File: src/rtl/core/touch_autorepeat_clock_control_assert.svh
// assertion macros for the touch auto-repeat clock control block
`ifndef TOUCH_AUTOREPEAT_CLOCK_CONTROL_ASSERT_SVH
`define TOUCH_AUTOREPEAT_CLOCK_CONTROL_ASSERT_SVH
`ifndef SYNTHESIS
`define TACC_ASSERT(lbl, prop, msg) \
	lbl: assert property (@(posedge clk) disable iff (!arst_n) prop) else $error(msg);
`define TACC_ASSERT_ALWAYS(lbl, prop, msg) \
	lbl: assert property (@(posedge clk) prop) else $error(msg);
`else
`define TACC_ASSERT(lbl, prop, msg)
`define TACC_ASSERT_ALWAYS(lbl, prop, msg)
`endif
`endif

File: src/rtl/core/tacc_pkg.sv
// types, constants and helpers for the touch auto-repeat clock control block
package tacc_pkg;

	typedef enum logic [2:0] {
		ST_INIT     = 3'd0,
		ST_NEVER    = 3'd1,
		ST_WAIT     = 3'd2,
		ST_SETTLE   = 3'd3,
		ST_AUTO     = 3'd4,
		ST_RATE_RUN = 3'd5,
		ST_RATE_EXP = 3'd6,
		ST_SECOND   = 3'd7
	} ctrl_state_t;

	typedef enum logic [1:0] {
		CFG_AUTO_DELAY = 2'd0,
		CFG_REPEAT_RATE = 2'd1,
		CFG_TICKS_PER_SEC = 2'd2,
		CFG_UNUSED = 2'd3
	} cfg_index_t;

	localparam int unsigned CNT_W = 8;
	localparam logic [CNT_W-1:0] AUTO_DELAY_DEFAULT = 8'd9;
	localparam logic [CNT_W-1:0] REPEAT_RATE_DEFAULT = 8'd1;
	localparam logic [CNT_W-1:0] TICKS_PER_SEC_DEFAULT = 8'd19;

	function automatic logic [CNT_W-1:0] sat_inc(input logic [CNT_W-1:0] v);
		sat_inc = (v == {CNT_W{1'b1}}) ? v : v + CNT_W'(1);
	endfunction

endpackage

File: src/rtl/core/touch_autorepeat_clock_control.sv
// touch auto-repeat clock control: tick state machine with delay, rate and second counters
//
// Usage: every input beat on in_valid/in_ready is one timer tick carrying the
// sampled touch level; every tick gives exactly one result beat on
// out_valid/out_ready with adjust_pulse, second_pulse, clock_enabled and the
// state code after the tick.
// The tick is captured in an input register, the state update runs as
// logic from there into the result register: out_valid rises when the
// tick moves on into the result register, which waits while a full result
// stalls, and one tick is taken every cycle while the receiver keeps up.
// When the receiver stalls, the result register holds and the input register
// still takes one more tick; in_ready drops only when both are full.
// The config channel (cfg_valid/cfg_ready, cfg_index, cfg_data) is always
// ready; indexes 0..2 set auto delay, repeat rate and ticks per second,
// index 3 is ignored. Write it only while the block is idle.
// Reset (arst_n low) puts the machine in its initial state, clears the
// counters and loads the default limits 9, 1 and 19.
module touch_autorepeat_clock_control (
	input  logic       clk,
	input  logic       arst_n,
	input  logic       in_valid,
	output logic       in_ready,
	input  logic       touched,
	output logic       out_valid,
	input  logic       out_ready,
	output logic       adjust_pulse,
	output logic       second_pulse,
	output logic       clock_enabled,
	output logic [2:0] state_code,
	input  logic       cfg_valid,
	output logic       cfg_ready,
	input  logic [1:0] cfg_index,
	input  logic [7:0] cfg_data
);

	logic [tacc_pkg::CNT_W-1:0] auto_max_q, rate_max_q, sec_max_q;
	logic [tacc_pkg::CNT_W-1:0] delay_q, rate_q, subsec_q;
	logic [tacc_pkg::CNT_W-1:0] delay_d, rate_d, subsec_d;
	tacc_pkg::ctrl_state_t state_q, state_d;
	logic valid_s1, touched_s1;
	logic out_valid_q, adj_q, sec_q, en_q;
	logic adj_d, sec_d;
	logic advance;

	assign cfg_ready = 1'b1;
	assign advance = valid_s1 && (!out_valid_q || out_ready);
	assign in_ready = !valid_s1 || advance;

	always_ff @(posedge clk or negedge arst_n) begin
		if (!arst_n) begin
			auto_max_q <= tacc_pkg::AUTO_DELAY_DEFAULT;
			rate_max_q <= tacc_pkg::REPEAT_RATE_DEFAULT;
			sec_max_q <= tacc_pkg::TICKS_PER_SEC_DEFAULT;
		end else if (cfg_valid && cfg_ready) begin
			unique case (tacc_pkg::cfg_index_t'(cfg_index))
				tacc_pkg::CFG_AUTO_DELAY: auto_max_q <= cfg_data;
				tacc_pkg::CFG_REPEAT_RATE: rate_max_q <= cfg_data;
				tacc_pkg::CFG_TICKS_PER_SEC: sec_max_q <= cfg_data;
				default: ;
			endcase
		end
	end

	// counter action of the current state, then the transition
	always_comb begin
		delay_d = delay_q;
		rate_d = rate_q;
		subsec_d = subsec_q;
		state_d = state_q;
		adj_d = 1'b0;
		sec_d = 1'b0;
		unique case (state_q)
			tacc_pkg::ST_NEVER: begin
				delay_d = '0;
				rate_d = '0;
			end
			tacc_pkg::ST_WAIT: begin
				delay_d = '0;
				rate_d = '0;
				subsec_d = tacc_pkg::sat_inc(subsec_q);
			end
			tacc_pkg::ST_AUTO: delay_d = tacc_pkg::sat_inc(delay_q);
			tacc_pkg::ST_RATE_RUN: rate_d = tacc_pkg::sat_inc(rate_q);
			tacc_pkg::ST_RATE_EXP: rate_d = '0;
			tacc_pkg::ST_SECOND: subsec_d = '0;
			default: ;
		endcase
		unique case (state_q)
			tacc_pkg::ST_INIT: state_d = tacc_pkg::ST_NEVER;
			tacc_pkg::ST_NEVER: begin
				if (touched_s1) state_d = tacc_pkg::ST_SETTLE;
			end
			tacc_pkg::ST_WAIT: begin
				priority if (touched_s1) state_d = tacc_pkg::ST_SETTLE;
				else if (subsec_d >= sec_max_q) state_d = tacc_pkg::ST_SECOND;
				else state_d = tacc_pkg::ST_WAIT;
			end
			tacc_pkg::ST_SETTLE: begin
				if (!touched_s1) begin
					adj_d = 1'b1;
					state_d = tacc_pkg::ST_WAIT;
				end else begin
					state_d = tacc_pkg::ST_AUTO;
				end
			end
			tacc_pkg::ST_AUTO: begin
				if (touched_s1 && delay_d >= auto_max_q) begin
					adj_d = 1'b1;
					state_d = tacc_pkg::ST_RATE_RUN;
				end else if (!touched_s1) begin
					adj_d = 1'b1;
					state_d = tacc_pkg::ST_WAIT;
				end
			end
			tacc_pkg::ST_RATE_RUN: begin
				if (touched_s1 && rate_d >= rate_max_q)
					state_d = tacc_pkg::ST_RATE_EXP;
				else if (!touched_s1) state_d = tacc_pkg::ST_WAIT;
			end
			tacc_pkg::ST_RATE_EXP: begin
				if (touched_s1) begin
					adj_d = 1'b1;
					state_d = tacc_pkg::ST_RATE_RUN;
				end else begin
					state_d = tacc_pkg::ST_WAIT;
				end
			end
			tacc_pkg::ST_SECOND: begin
				sec_d = 1'b1;
				state_d = tacc_pkg::ST_WAIT;
			end
		endcase
	end

	always_ff @(posedge clk or negedge arst_n) begin
		if (!arst_n) begin
			valid_s1 <= 1'b0;
			out_valid_q <= 1'b0;
			state_q <= tacc_pkg::ST_INIT;
			delay_q <= '0;
			rate_q <= '0;
			subsec_q <= '0;
		end else begin
			if (in_valid && in_ready) valid_s1 <= 1'b1;
			else if (advance) valid_s1 <= 1'b0;
			if (advance) begin
				out_valid_q <= 1'b1;
				state_q <= state_d;
				delay_q <= delay_d;
				rate_q <= rate_d;
				subsec_q <= subsec_d;
			end else if (out_ready) begin
				out_valid_q <= 1'b0;
			end
		end
	end

	// payload registers
	always_ff @(posedge clk) begin
		if (in_valid && in_ready) touched_s1 <= touched;
		if (advance) begin
			adj_q <= adj_d;
			sec_q <= sec_d;
			en_q <= (state_d >= tacc_pkg::ST_WAIT);
		end
	end

	assign out_valid = out_valid_q;
	assign adjust_pulse = adj_q;
	assign second_pulse = sec_q;
	assign clock_enabled = en_q;
	assign state_code = state_q;

`include "touch_autorepeat_clock_control_assert.svh"

	`TACC_ASSERT(a_adv_fills_out, advance |=> out_valid_q, "result beat lost after advance")
	`TACC_ASSERT(a_left_init, advance |=> state_q != tacc_pkg::ST_INIT, "state stuck in init")
	`TACC_ASSERT(a_sec_wait, out_valid_q && sec_q |-> state_q == tacc_pkg::ST_WAIT, "stray second")
	`TACC_ASSERT_ALWAYS(a_no_room, !in_ready |-> valid_s1 && out_valid_q && !out_ready, "early stall")

endmodule

File: config.mk
export PLATFORM = sky130hd
export DESIGN_NAME = touch_autorepeat_clock_control
export DESIGN_NICKNAME = d
export VERILOG_FILES = /design/src/rtl/core/tacc_pkg.sv /design/src/rtl/core/touch_autorepeat_clock_control.sv
export VERILOG_INCLUDE_DIRS = /design/src /design/src/rtl/core
export SDC_FILE = /design/constraint.sdc
export NUM_CORES = 1
export LEC_CHECK = 0
export BUFFER_PORTS_ARGS = -buffer_cell sky130_fd_sc_hd__buf_2
export CELL_PAD_IN_SITES_DETAIL_PLACEMENT = 1
export CELL_PAD_IN_SITES_GLOBAL_PLACEMENT = 1
export CORE_MARGIN = 3
export CORE_UTILIZATION = 51
export CTS_CLUSTER_DIAMETER = 200
export DETAILED_ROUTE_END_ITERATION = 12
export PLACE_DENSITY_LB_ADDON = 0.05
export SYNTH_ARGS = -nofsm -noshare
export SYNTH_HDL_FRONTEND = slang
export SYNTH_SLANG_ARGS = --single-unit
File: constraint.sdc
create_clock -name clk -period 5.7 [get_ports clk]
set_clock_uncertainty 0.1 [all_clocks]
set_input_delay 0.285 -clock clk [delete_from_list [all_inputs] [get_ports clk]]
set_output_delay 0.285 -clock clk [all_outputs]
set_load 0.05 [all_outputs]
Yosys cells after proc, flatten, opt, wreduce, memory -nomap -nowiden. Index checks and enable logic that the tools add are counted.

Register bits: 57. Input port bits: 16. Output and inout bits: 9. Logic and storage cells: 73.

Add/sub/neg operators: 3. Magnitude comparators: 4. Equality and inequality tests: 12. Mux-type cells: 24. Reduce and logical (&&, ||, !) cells: 17.

Operators with widths (number): case mux 8 bit (2 select lines) (3); adder 8 x 1 -> 8 bit (second input constant) (3); == test 8 bit (second input constant) (3); greater-or-equal comparator 8 bit (3); two-way mux 3 bit (8); two-way mux 8 bit (3); case mux 3 bit (8 select lines) (1); == test 3 bit (second input constant) (4); two-way mux 1 bit (8); == test 3 x 2 -> 1 bit (second input constant) (2); AND reduction 2 bit (3); logical AND 1 bit (4); nonzero test 2 bit (2); == test 3 x 1 -> 1 bit (second input constant) (1); greater-or-equal comparator 3 x 2 -> 1 bit (second input constant) (1); logical NOT 3 bit (1); case mux 1 bit (3 select lines) (1); OR reduction 3 bit (1); == test 2 x 1 -> 1 bit (second input constant) (1); == test 2 bit (second input constant) (1); logical NOT 1 bit (2); logical NOT 2 bit (1); logical OR 1 bit (2); OR reduction 2 bit (1).

Logic depth before layout (Yosys ltp). Gate-level depths: netlist of run 1.

Depth in word-level cells: 8. Depth in mapped cells: 13.

Least setup slack after synthesis of run 1. Ideal clock, no wire load.

Path type: register to register. Start: register state_q[2] (netlist: state_code[2]). End: register adj_q (netlist: adjust_pulse), data pin. Setup time: 0.265 ns. Data arrival time: 2.597 ns. Required time: 5.335 ns. Slack: 2.738 ns. Cell stages (with the launch flop): 13. Path buffers: 1. Clock period less this slack: 2.962 ns. Cell sequence: dfrtp_1 -> buf_4 -> nor2_1 -> mux2_2 -> and3_1 -> xnor2_1 -> nor2_1 -> ha_1 -> a211oi_1 -> o21ai_0 -> a21oi_1 -> a21o_1 -> o21ai_0.

Longest elaborated chain between the ends: 7.

Ends and longest elaborated chain: from (decl) (line touch_autorepeat_clock_control.sv:39) `tacc_pkg::ctrl_state_t state_q, state_d;`; from (signal assigned) (line touch_autorepeat_clock_control.sv:139) `state_q <= tacc_pkg::ST_INIT;`; from (signal assigned) (line touch_autorepeat_clock_control.sv:148) `state_q <= state_d;`; == test 3 x 2 -> 1 bit / == test 3 x 1 -> 1 bit (equally long branches) (line touch_autorepeat_clock_control.sv:72) `unique case (state_q)`; OR reduction 2 bit (no source line); case mux 8 bit (2 select lines) * (line touch_autorepeat_clock_control.sv:72); named net delay_d (one bit) (line touch_autorepeat_clock_control.sv:38) `logic [tacc_pkg::CNT_W-1:0] delay_d, rate_d, subsec_d;`; greater-or-equal comparator 8 bit * (line touch_autorepeat_clock_control.sv:107) `if (touched_s1 && delay_d >= auto_max_q) begin`; logical AND 1 bit * (line touch_autorepeat_clock_control.sv:107); two-way mux 1 bit * (line touch_autorepeat_clock_control.sv:107); case mux 1 bit (3 select lines) * (line touch_autorepeat_clock_control.sv:88) `unique case (state_q)`; named net adj_d (line touch_autorepeat_clock_control.sv:42) `logic adj_d, sec_d;`; to (signal assigned) (line touch_autorepeat_clock_control.sv:162) `adj_q <= adj_d;`; to (decl) (line touch_autorepeat_clock_control.sv:41) `logic out_valid_q, adj_q, sec_q, en_q;`.

Mark *: on every way through the listed nets, which the timed path passes. The rest lies on a longest branch. A chain may end at the register's enable or synchronous reset.

Final worst setup path of run 1.
Start: register state_q[0] (netlist: state_code[0]). End: register adj_q (netlist: adjust_pulse), data pin.

The elaborated chain is that of the path after synthesis.

==> run summary, run 1 <==
Setup repair after global routing left no endpoint under its margin. The logs give 0.0278 ns for the worst hold margin and 25 for the number of top-level pins. The count of cell types in the netlist was 58. The worst hold-check path type is in2reg. In this run the core area contains 30 standard-cell rows.

Headroom to the max-slew limit came out at 42.2%. In this run the static leakage power is 1.87 nW. The clock share of power was 22.2%; the total global routing overflow was 0.

The tools report the number of nets in the layout as 483. For the number of instances resized during post-cts repair, the log shows 0. Classification of the worst setup path: reg2reg. A synthesized cell averages 9.11 sq um. Max-cap violations in this run came to 0. The run gives 0 as the number of max-slew violations in the final report. Cell count after placement: 524. Setup violations remaining at the end of the flow were counted as 0.

The pre-antenna-repair detailed-routing pass consisted of 4 iterations. The first global-routing pass estimated 17.2 mm of wire. IR analysis of the VDD net gives a maximum drop of 162 uV. For this block, the routed nets add up to 10.3 mm of wire.

For the final count of hold timing violations, the log shows 0. The tools report the startpoint class of the critical path as a flop. The synthesized instance count came out at 420. Among cell families on the critical path, the largest total delay comes from simple AND/OR/NAND/NOR gates. The logs give 0 for the number of design rule violations left after detail routing and 846 for the number of filler instances in the final layout. For the required time at the worst-slack endpoint, the log shows 5.68 ns. In the synthesized netlist the async set-or-reset flop fraction comes to 93.0%. Buffers inserted during clock tree synthesis total 9.

The tools report the remaining antenna violation count after routing as 0. Sequential cells were found to cover 38.0% of the synthesized design area. Among all stages on the critical path, the largest delay is contributed by sky130_fd_sc_hd__dfrtp_1.

The die span in y is 92.6 um, and the H-tree depth is 3. Die footprint: 8580 sq um. In this run, synthesis inferred 4 flip-flops with an integrated enable.

The tools report the share of power burned in combinational logic as 40.6%. Clock tree root buffer cell: sky130_fd_sc_hd__clkbuf_8. The HPWL after detailed placement is 7.42 mm. By area the synthesized netlist is led by sky130_fd_sc_hd__dfrtp_1 (31%), sky130_fd_sc_hd__ha_1 (8.8%), sky130_fd_sc_hd__mux2_2 (6.2%), sky130_fd_sc_hd__o21ai_0 (5.0%), sky130_fd_sc_hd__nand2_1 (4.7%). Once layout is complete, the cells apart from fillers number 541. Dividing the final minimum period by the clock period gives 59.4%. The combined global-route utilization of all metal layers is 26.0%, and the number of global-route vias before repair is 3,326. Per report_power, the sequential group accounts for 37.1% of the total. The switching power was 0.703 mW; the maximum fanout along the worst path was 22. The largest total area in the synthesized netlist belongs to sky130_fd_sc_hd__dfrtp_1. For the largest net degree at the start of global routing, the log shows 54. In this design, the stage delay of the slowest critical-path cell is 0.80 ns. Number of buffers between clock root and the deepest sink: 2. The average wire length per cell after detail routing was 19.0 um. For the worst-skew pair, the clock arrives at the later sink with an insertion delay of 0.35 ns.

0 antenna diodes ended up in the layout. The die span in x is 92.6 um. The worst setup path is captured at a flop. The proportion of total power due to net switching is 43.7%. TritonCTS built the clock tree. The setup TNS after final layout is 0 ns. The initial antenna violation count was 0. Synthesis inferred 57 register bits.

Using the TritonRoute via totals, the vias-per-cell ratio works out to 5.93. In the final layout, the multi-input gates occupy 2170 sq um. The fraction of layout instances using a drive strength above 1 was 18.4%. The floorplan step defined a core boundary enclosing 7020 sq um.

The flow ran to the end, and the final reports show no timing, DRC or antenna violations. In the final layout, flip-flops and latches occupy 1450 sq um. The final weighted congestion of routability-driven global placement was 0.852; the fraction of post-synthesis cell area in the top cell type by area was 30.7%.

Leaving out fill and tap cells, the most frequent cells in the layout are sky130_fd_sc_hd__nand2_1 (48), sky130_fd_sc_hd__dfrtp_1 (47), sky130_fd_sc_hd__o21ai_0 (38), sky130_fd_sc_hd__nor2_1 (34), sky130_fd_sc_hd__inv_1 (28). Data arrives at the worst endpoint at 3.36 ns. For the effective utilization at floorplan, the log shows 54.5%. At the pin with the least slew margin, the transition time is 0.865 ns. The number of nets handed over by synthesis was 463. Summing every instance area after synthesis gives 3830 sq um. The internal portion of the total power is 0.906 mW. The areal power density over the cells works out to 385 nW/um^2. Across all layers, the routed design uses 3,210 vias. Relative to the synthesized area, the layout overhead comes to 9.19%. The total number of clock tree sinks was 57; the post-CTS clock slew at the launch and capture registers of the worst setup and hold paths was 0.07 ns. Port buffer count: 23. Shortest clock period the worst path allows after layout: 3.38 ns. For this run, the leading register cell type out of synthesis is sky130_fd_sc_hd__dfrtp_1. For the violation count after the first detailed-routing iteration, the log shows 154.

Maximum operating frequency: 296 MHz. Most frequent standard cell in the layout excluding fill and tap cells: sky130_fd_sc_hd__nand2_1. Yosys printed 0 warnings. Traced cell by cell, the critical path runs through xnor2_1 > nor2_1 > nor2_1 > ha_1 > a21oi_1 > o21ai_0 > a21oi_1 > a21o_1 > o21ai_0. The number of buffer and inverter instances along the worst setup path was 0.
==> kinds of logic (layout without fill, tap and decap cells) <==
kind of cell | after synthesis | in the layout | synth area share, %
buffers and inverters | 46 | 71 | 5.30
flip-flops | 57 | 57 | 38.0
AND/OR/NAND/NOR | 143 | 143 | 19.0
XOR/XNOR | 12 | 12 | 2.75
adder cells (fa/ha/maj) | 27 | 27 | 8.83
other | 1 | 1 | 0.0980
multiplexers | 25 | 25 | 7.23
AO/OA/AOI/OAI | 109 | 109 | 18.8
==> layer usage <==
layer	GRT usage, %	wire [um]	share of wire [%]
met1	34.6	4910	48
met5	0	0	0
met4	8.42	160	1.6
met2	43.3	4910	48
met3	4.14	278	2.7
==> final cells by class <==
cell class                 count  area share [%]
tap                           96            2.88
clock inverter                 5           0.719
sequential                    57            34.8
multi-input combinational    317            51.9
inverter                      28            2.52
clock buffer                  11            3.62
timing repair buffer          27            3.53
==> worst register-to-register path, delay by kind of cell (launching register included) <==
family,cells,cell delay [ns]
xor gates and xnor gates,1,0.29
DFF,1,0.80
and+or+nand+nor,2,0.81
adders and majority gates,1,0.36
AOI/OAI and AO/OA,5,0.78
==> sequential cells by signal, summed over array words and instances, names as in the netlist <==
| signal | cells |
|---|---|
| out_valid | 1 |
| second_pulse | 1 |
| delay_q | 8 |
| adjust_pulse | 1 |
| auto_max_q | 8 |
| state_code | 3 |
| valid_s1 | 1 |
| subsec_q | 8 |
| touched_s1 | 1 |
| clock_enabled | 1 |
| rate_max_q | 8 |
| rate_q | 8 |
| sec_max_q | 8 |
==> final timing paths <==
path	start	to	slack, ns	depth (start not counted)
hold reg to reg	sec_max_q[2]	sec_max_q[2]	0.41	1
hold / removal	touched	touched_s1	0.03	1
max in group asynchronous	arst_n	out_valid	4.52	3
setup / recovery	state_code[0]	adjust_pulse	2.32	9
min in group asynchronous	arst_n	subsec_q[5]	0.49	3
setup reg to reg	state_code[0]	adjust_pulse	2.32	9
==> per-stage QoR <==
step / util (%) / cell area [sq um] / total power [mW] / worst slack (ns)
finish: 59.5 / 4180 / 1.61 / 2.32
floorplan: - / 3830 / 1.09 / 2.74
global placement: 56.8 / 3990 / 1.21 / 2.51
global route: 59.5 / 4180 / 1.73 / 1.94
detailed placement: 56.8 / 3990 / 1.25 / 2.36
CTS: 59.5 / 4180 / 1.61 / 2.33
==> power groups by stage <==
stage / Clock [mW] / Combinational (mW) / Sequential (mW)
after floorplan: 0 / 0.500 / 0.586
after global placement: 0 / 0.619 / 0.595
after detailed placement: 0 / 0.647 / 0.602
after CTS: 0.362 / 0.653 / 0.595
after global routing: 0.386 / 0.733 / 0.614
final: 0.357 / 0.654 / 0.598
==> what timing repair did <==
action,in CTS,in global routing
setup buffers,0,0
hold endpoints to repair,5,0
hold buffers,1,0
==> cells in the mapped netlist (3+ instances only) <==
cell                       number
sky130_fd_sc_hd__nand3b_1       4
sky130_fd_sc_hd__inv_1         28
sky130_fd_sc_hd__a31oi_1        3
sky130_fd_sc_hd__and4_1         5
sky130_fd_sc_hd__buf_2          4
sky130_fd_sc_hd__nor3_1         7
sky130_fd_sc_hd__nand3_1       11
sky130_fd_sc_hd__a211oi_1       5
sky130_fd_sc_hd__mux2_2        21
sky130_fd_sc_hd__nand4_1        6
sky130_fd_sc_hd__xnor2_1        4
sky130_fd_sc_hd__nand2b_1       6
sky130_fd_sc_hd__clkbuf_1       8
sky130_fd_sc_hd__and3_1         6
sky130_fd_sc_hd__o21ai_0       38
sky130_fd_sc_hd__nand2_1       48
sky130_fd_sc_hd__o211ai_1       3
sky130_fd_sc_hd__a22o_1         3
sky130_fd_sc_hd__xor2_1         8
sky130_fd_sc_hd__o31ai_1       10
sky130_fd_sc_hd__a21oi_1       22
sky130_fd_sc_hd__a21o_1         6
sky130_fd_sc_hd__ha_1          27
sky130_fd_sc_hd__edfxtp_1       4
sky130_fd_sc_hd__mux2i_1        4
sky130_fd_sc_hd__dfrtp_1       47
sky130_fd_sc_hd__dfstp_2        6
sky130_fd_sc_hd__nor2_1        34
No activity file was read; power rests on OpenSTA's default activity.
==> run 2: changes to the inputs <==
CORE_UTILIZATION = 43   (was 51)
clock period = 2.7 ns   (was 5.7 ns; I/O delays follow)
==> run summary, run 2 (same netlist as run 1, synthesis figures left out) <==
The largest net degree at the start of global routing was 26 (-52%). The tools report the combined global-route utilization of all metal layers as 25.5% (-0.46 points). The maximum resistive drop on vdd came out at 417 uV (+160%). The maximum fanout along the worst path was 3 (-86%); the maximum operating frequency was 349 MHz (+18%). The min-delay analysis places its worst path in the category in2reg.

The ratio of final minimum period to clock period is 106% (+47 points), and the number of design rule violations left after detail routing is 0 (unchanged). For the number of buffers added by the clock tree synthesis step, the log shows 9 (unchanged). The remaining antenna violation count after routing is 0 (unchanged). The flow ran to the end, but the final reports show violations. The setup-violating endpoint count in the final report was 4 (+4). The relative slew slack came out at 62.8% (+21 points).

The die span in y was 100 um (+8.3%); the slew of the pin with the lowest slew margin was 0.558 ns (-0.307 ns). The worst hold path endpoint is auto_max_q[3]. The clock latency at the later pin of the worst-skew pair is 0.35 ns (about the same).

For the total number of clock tree sinks, the log shows 57 (unchanged). The tools report the final core area utilization as 60.4% (+0.91 points). The initial antenna violation count is 0 (unchanged), and the worst hold path depth is 5 (+4). The worst setup path is of the reg2reg kind. The tree is rooted in a sky130_fd_sc_hd__clkbuf_8.

The fraction of layout instances using a drive strength above 1 is 36.3% (+18 points). The most frequent standard cell in the layout excluding fill and tap cells was sky130_fd_sc_hd__buf_4. Instance area after placement: 4490 sq um (+13%). The worst setup path is captured at a flop. The tools report the sum of net half-perimeters after detailed placement as 8.47 mm (+14%). The count of vias placed by the detailed router was 3,608 (+12%); the die span in x was 100 um (+8.3%). Setup repair after global routing could not meet its margin everywhere.

The number of buffers between clock root and the deepest sink is 2 (unchanged). The average wire length per cell after detail routing came out at 19.3 um (+1.5%). For the total wire length, the log shows 12.3 mm (+20%). The tools report the number of filler instances in the final layout as 976 (+15%). Endpoint of the worst register-to-register path: state_code[0]. STA classifies the critical path startpoint as a flop. The worst register-to-register path begins at state_code[0]. The post-placement worst setup slack was -0.176 ns (-2.54 ns). The port buffer count came out at 23 (unchanged).

The final instance area was 5090 sq um (+22%); the post-CTS clock slew at the launch and capture registers of the worst setup and hold paths was 0.09 ns (+0.02 ns). Total global routing overflow: 0 (unchanged). The vias per cell is 5.64 (-5.0%), and the effective utilization at floorplan is 45.4% (-9.1 points). The overall power is 4.37 mW (+170%). The run gives 2.35 nW (+26%) as the leakage power figure. The run gives -0.421 ns (-0.421 ns) as the setup TNS after final layout. The count of antenna diodes in the layout was 0 (unchanged); the H-tree depth was 3 (unchanged).

The logs give 20.1 mm (+17%) for the wire length of the first global-routing pass and 3,927 (+18%) for the number of global-route vias before repair. The number of max-slew violations in the final report was 0 (unchanged); the total core area was 8420 sq um (+20%). The run gives 0 (unchanged) as the final count of hold timing violations. The area growth from synthesis to layout is 33.0%. For the number of top-level pins, the log shows 25 (unchanged). The max-cap check violation count was 0 (unchanged); the number of core rows was 33 (+10%). TritonCTS built the clock tree. For the number of nets in the layout, the log shows 573 (+19%). The final weighted congestion of routability-driven global placement is 0.900 (+5.6%), and the areal power density over the cells is 859 nW/um^2 (+120%). The final reports fail on negative setup slack. For the post-route worst setup slack, the log shows -0.169 ns (-2.49 ns). For the die footprint, the log shows 10,100 sq um (+17%). Flop-to-flop setup slack: -0.17 ns (-2.49 ns).

The number of optimization iterations in the first detailed-route pass was 4 (unchanged). The required time at the worst-slack endpoint was 2.82 ns (-2.86 ns). The top cell types in the final layout, fill and taps aside, are sky130_fd_sc_hd__buf_4 (77), sky130_fd_sc_hd__nand2_1 (47), sky130_fd_sc_hd__dfrtp_1 (44), sky130_fd_sc_hd__nor2_1 (31), sky130_fd_sc_hd__o21ai_0 (30). Hold path startpoint: cfg_index[1]. The area of combinational cells with multiple inputs is 2310 sq um (+6.5%), and the data arrival at the endpoint of the critical path is 2.99 ns (-0.37 ns). The violation count after the first detailed-routing iteration is 154 (unchanged).

The tools report the area taken by flip-flops and latches as 1460 sq um (+0.26%). The shortest clock period the worst path allows after layout is 2.87 ns (-0.515 ns), and the number of cells traversed by the worst register-to-register path is 12 (+3).
==> run 2: changes by cell type in the layout (fill, tap and decap cells not counted), sizes merged <==
| cell | previous run | this run |
|---|---|---|
| buf | 26 | 105 |
| dlygate4sd3 | 1 | 12 |
| inv | 28 | 30 |
| bufinv | 0 | 1 |
| clkbuf | 11 | 10 |
| clkinv | 3 | 2 |
| clkinvlp | 2 | 1 |
==> run 2: worst max path at each step <==
| stage | cells after the start | to | from | slack [ns] |
|---|---|---|---|---|
| 3_3_place_gp | 11 | state_code[1] | state_code[0] | -0.11 |
| 5_1_grt | 12 | state_code[0] | state_code[0] | -0.26 |
| 3_5_place_dp | 12 | adjust_pulse | delay_q[1] | -0.18 |
| 6_report | 12 | state_code[0] | state_code[0] | -0.17 |
| 4_1_cts | 12 | state_code[1] | rate_q[0] | -0.06 |
| 2_1_floorplan | 12 | adjust_pulse | state_code[2] | 0.0001 |
==> run 2: repair_timing <==
item                                    in CTS  in global routing
hold buffers                                12                  0
pin swaps                                    5                 11
resized for setup                           23                 20
endpoints found under the setup margin       4                  4
setup buffers                                8                  7
endpoints found under the hold margin       45                  0
==> run 2: report_power, final <==
group | switching, mW | leakage, nW | internal (mW) | total, mW
clock | 0.425 | 0.109 | 0.492 | 0.917
sequential | 0.134 | 0.697 | 1.03 | 1.16
combinational | 1.24 | 1.54 | 1.05 | 2.29
==> run 2: cell type report <==
class	count	share of cell area (%)
clock buffers	10	2.93
clock inverters	6	1.43
inverters	28	2.06
multi-input cells	317	45.4
flip-flops and latches	57	28.6
well taps	105	2.58
repair buffers	117	17.0
==> run 2: critical path: stages (launching register included) <==
cell and delay (ns):
sky130_fd_sc_hd__dfrtp_2 0.44, sky130_fd_sc_hd__buf_6 0.13, sky130_fd_sc_hd__xor2_1 0.18, sky130_fd_sc_hd__a311oi_4 0.33
sky130_fd_sc_hd__nand4_1 0.22, sky130_fd_sc_hd__xor2_1 0.20, sky130_fd_sc_hd__nor2_1 0.11, sky130_fd_sc_hd__ha_1 0.23
sky130_fd_sc_hd__and4_1 0.20, sky130_fd_sc_hd__a21oi_1 0.16, sky130_fd_sc_hd__o211ai_1 0.15, sky130_fd_sc_hd__nor3_1 0.21
sky130_fd_sc_hd__o21ai_1 0.10
==> run 2: per-stage QoR <==
stage / cells / hold WS, ns
detailed placement: 597 / 0.0593
CTS: 633 / 0.184
global route: 640 / 0.227
global placement: 597 / 0.0494
floorplan: 420 / -0.261
finish: 640 / 0.198
==> run 2: layer usage <==
layer | global-route usage (%) | vias up | share of wire (%)
li1 | - | 1724 | -
met1 | 33.4 | 1790 | 45
met3 | 4.03 | 25 | 3.6
met2 | 42.8 | 69 | 49
met5 | 0 | - | 0
met4 | 8.91 | 0 | 1.9
==> run 3: changes to the inputs <==
RECOVER_POWER = 100   (was not set)
==> run summary, run 3 (same netlist as run 1, synthesis figures left out) <==
The vias per cell was 5.66 (+0.42%); the post-synthesis to final-layout area growth was 32.3%. The clock tree root buffer cell is sky130_fd_sc_hd__clkbuf_8. The total wire length is 12.3 mm (about the same), and the die span in y is 100 um (unchanged). The beginning of the worst register-to-register path is state_code[0]. The average wire length per cell after detail routing is 19.3 um (about the same), and the leakage power figure is 2.30 nW (-2.1%). The run gives 0 (unchanged) as the number of design rule violations left after detail routing. The worst setup path is launched from a flop. The startpoint identified for the worst hold timing path is cfg_valid. The run gives 45.4% (unchanged) as the effective utilization at floorplan.

The tools report the max-cap check violation count as 0 (unchanged). The shortest clock period the worst path allows after layout was 2.88 ns (+0.0108 ns); the port buffer count was 23 (unchanged). The number of global-route vias before repair was 3,927 (unchanged). The critical path starts at state_code[0]. The areal power density over the cells was 863 nW/um^2 (+0.42%); the final count of hold timing violations was 0 (unchanged). The die span in x works out to 100 um (unchanged). The final reports fail on negative setup slack. The tools report the final instance area as 5060 sq um (-0.57%).

Setup repair after global routing could not meet its margin everywhere. Total number of clock tree sinks: 57 (unchanged). The post-route worst setup slack came out at -0.180 ns (-0.0108 ns). The flow ran to the end, but the final reports show violations. For the number of top-level pins, the log shows 25 (unchanged). Wire length of the first global-routing pass: 20.1 mm (unchanged).

The run gives 0.900 (unchanged) as the final weighted congestion of routability-driven global placement. The die footprint was 10,100 sq um (unchanged). The tools report the count of vias placed by the detailed router as 3,623 (+0.42%).

The setup-violating endpoint count in the final report came out at 4 (unchanged). The top cell types in the final layout, fill and taps aside, are sky130_fd_sc_hd__buf_4 (74), sky130_fd_sc_hd__nand2_1 (47), sky130_fd_sc_hd__dfrtp_1 (44), sky130_fd_sc_hd__nor2_1 (31), sky130_fd_sc_hd__o21ai_0 (30). The tools report the number of nets in the layout as 573 (unchanged). The cell count after placement came out at 597 (unchanged).

The number of core rows was 33 (unchanged). The total core area is 8420 sq um (unchanged). TritonCTS built the clock tree. The worst setup path is of the reg2reg kind.

The ratio of final minimum period to clock period came out at 107% (+0.40 points). The tools report the total global routing overflow as 0 (unchanged). The tools report the H-tree depth as 3 (unchanged).

The number of buffers between clock root and the deepest sink was 2 (unchanged). The worst hold-check path type is in2reg. The number of optimization iterations in the first detailed-route pass came out at 4 (unchanged). The remaining antenna violation count after routing is 0 (unchanged), and the post-CTS clock slew at the launch and capture registers of the worst setup and hold paths is 0.08 ns (about the same). For the largest net degree at the start of global routing, the log shows 26 (unchanged).

The slew of the pin with the lowest slew margin came out at 1.32 ns (+0.759 ns). The sum of net half-perimeters after detailed placement is 8.47 mm (unchanged), and the maximum fanout along the worst path is 3 (unchanged). Endpoint class of the critical path: a flop. The non-filler instance count after layout came out at 640 (unchanged).

The number of max-slew violations in the final report was 0 (unchanged); the fraction of layout instances using a drive strength above 1 was 33.1% (-3.2 points). The count of antenna diodes in the layout was 0 (unchanged); the maximum operating frequency was 347 MHz (-0.38%). The library cell used most frequently in the layout, excluding fill and tap cells, is sky130_fd_sc_hd__buf_4. The combined global-route utilization of all metal layers is 25.5% (unchanged), and the violation count after the first detailed-routing iteration is 109 (-29%).

The logs give 0.34 ns (about the same) for the clock latency at the later pin of the worst-skew pair and 0 (unchanged) for the initial antenna violation count. The instance area after placement is 4490 sq um (unchanged). The logs give 3.00 ns (about the same) for the data arrival at the endpoint of the critical path and 417 uV (about the same) for the maximum resistive drop on vdd.

The number of buffers added by the clock tree synthesis step came out at 9 (unchanged). The required time at the worst-slack endpoint was 2.82 ns (about the same); the final core area utilization was 60.1% (-0.34 points). The relative slew slack is 12.2% (-51 points).
==> run 3: cell types whose count changed in the layout (fill, tap and decap cells not counted) <==
cell,previous run,this run
sky130_fd_sc_hd__clkbuf_1,0,17
sky130_fd_sc_hd__buf_2,24,9
sky130_fd_sc_hd__buf_4,77,74
sky130_fd_sc_hd__and2_0,0,1
sky130_fd_sc_hd__and2_1,2,1
sky130_fd_sc_hd__clkbuf_2,0,1
==> run 3: report_power, final <==
group,switching (mW),total (mW),internal [mW]
clock network,0.422,0.914,0.492
registers,0.135,1.17,1.03
logic,1.24,2.29,1.04
==> run 3: layout make-up <==
class / instances / area, sq um
sequential: 57 / 1460
clock buffer: 10 / 149
clock inverter: 6 / 72.6
inverter: 28 / 105
multi-input combinational: 317 / 2310
timing repair buffer: 117 / 835
fill: 984 / 3360
tap: 105 / 131
==> run 3: per-stage QoR <==
step | setup WS (ns) | hold WS, ns | total power [mW] | TNS (ns)
detailed placement | -0.176 | 0.0593 | 3.09 | -0.399
global route | -0.259 | 0.405 | 4.66 | -0.942
finish | -0.180 | 0.371 | 4.37 | -0.446
floorplan | 0.000105 | -0.261 | 2.32 | 0
CTS | -0.0556 | 0.184 | 4.20 | -0.134
global placement | -0.113 | 0.0494 | 3.02 | -0.223
==> run 3: final timing paths <==
kind / to / slack (ns) / cells past startpoint
worst max-delay path: state_code[0] / -0.18 / 12
worst min-delay path: sec_max_q[4] / 0.37 / 3
worst max register to register: state_code[0] / -0.18 / 12
worst min register to register: out_valid / 0.41 / 1
max in group asynchronous: rate_max_q[2] / 0.76 / 3
min in group asynchronous: delay_q[2] / 0.51 / 2
==> run 3: critical path, cell delays in order (launching register included) <==
cell	delay, ns
sky130_fd_sc_hd__dfrtp_2	0.44
sky130_fd_sc_hd__buf_6	0.13
sky130_fd_sc_hd__xor2_1	0.18
sky130_fd_sc_hd__a311oi_4	0.34
sky130_fd_sc_hd__nand4_1	0.22
sky130_fd_sc_hd__xor2_1	0.21
sky130_fd_sc_hd__nor2_1	0.07
sky130_fd_sc_hd__ha_1	0.26
sky130_fd_sc_hd__and4_1	0.20
sky130_fd_sc_hd__a21oi_1	0.16
sky130_fd_sc_hd__o211ai_1	0.15
sky130_fd_sc_hd__nor3_1	0.21
sky130_fd_sc_hd__o21ai_1	0.10
==> run 3: routing by layer <==
metal  track usage (%)  up-vias  wire length, um
met5                 0        -                0
met4              8.91        0              255
met3              4.03       25              447
met2              42.8       80             6030
met1              33.4     1793             5600
li1                  -     1725                -
==> run 3: what timing repair did <==
action | CTS | global route
pin swaps | 5 | 11
endpoints found under the setup margin | 4 | 4
hold buffers | 12 | 0
buffers inserted | 8 | 7
endpoints found under the hold margin | 45 | 0
resized for setup | 23 | 20
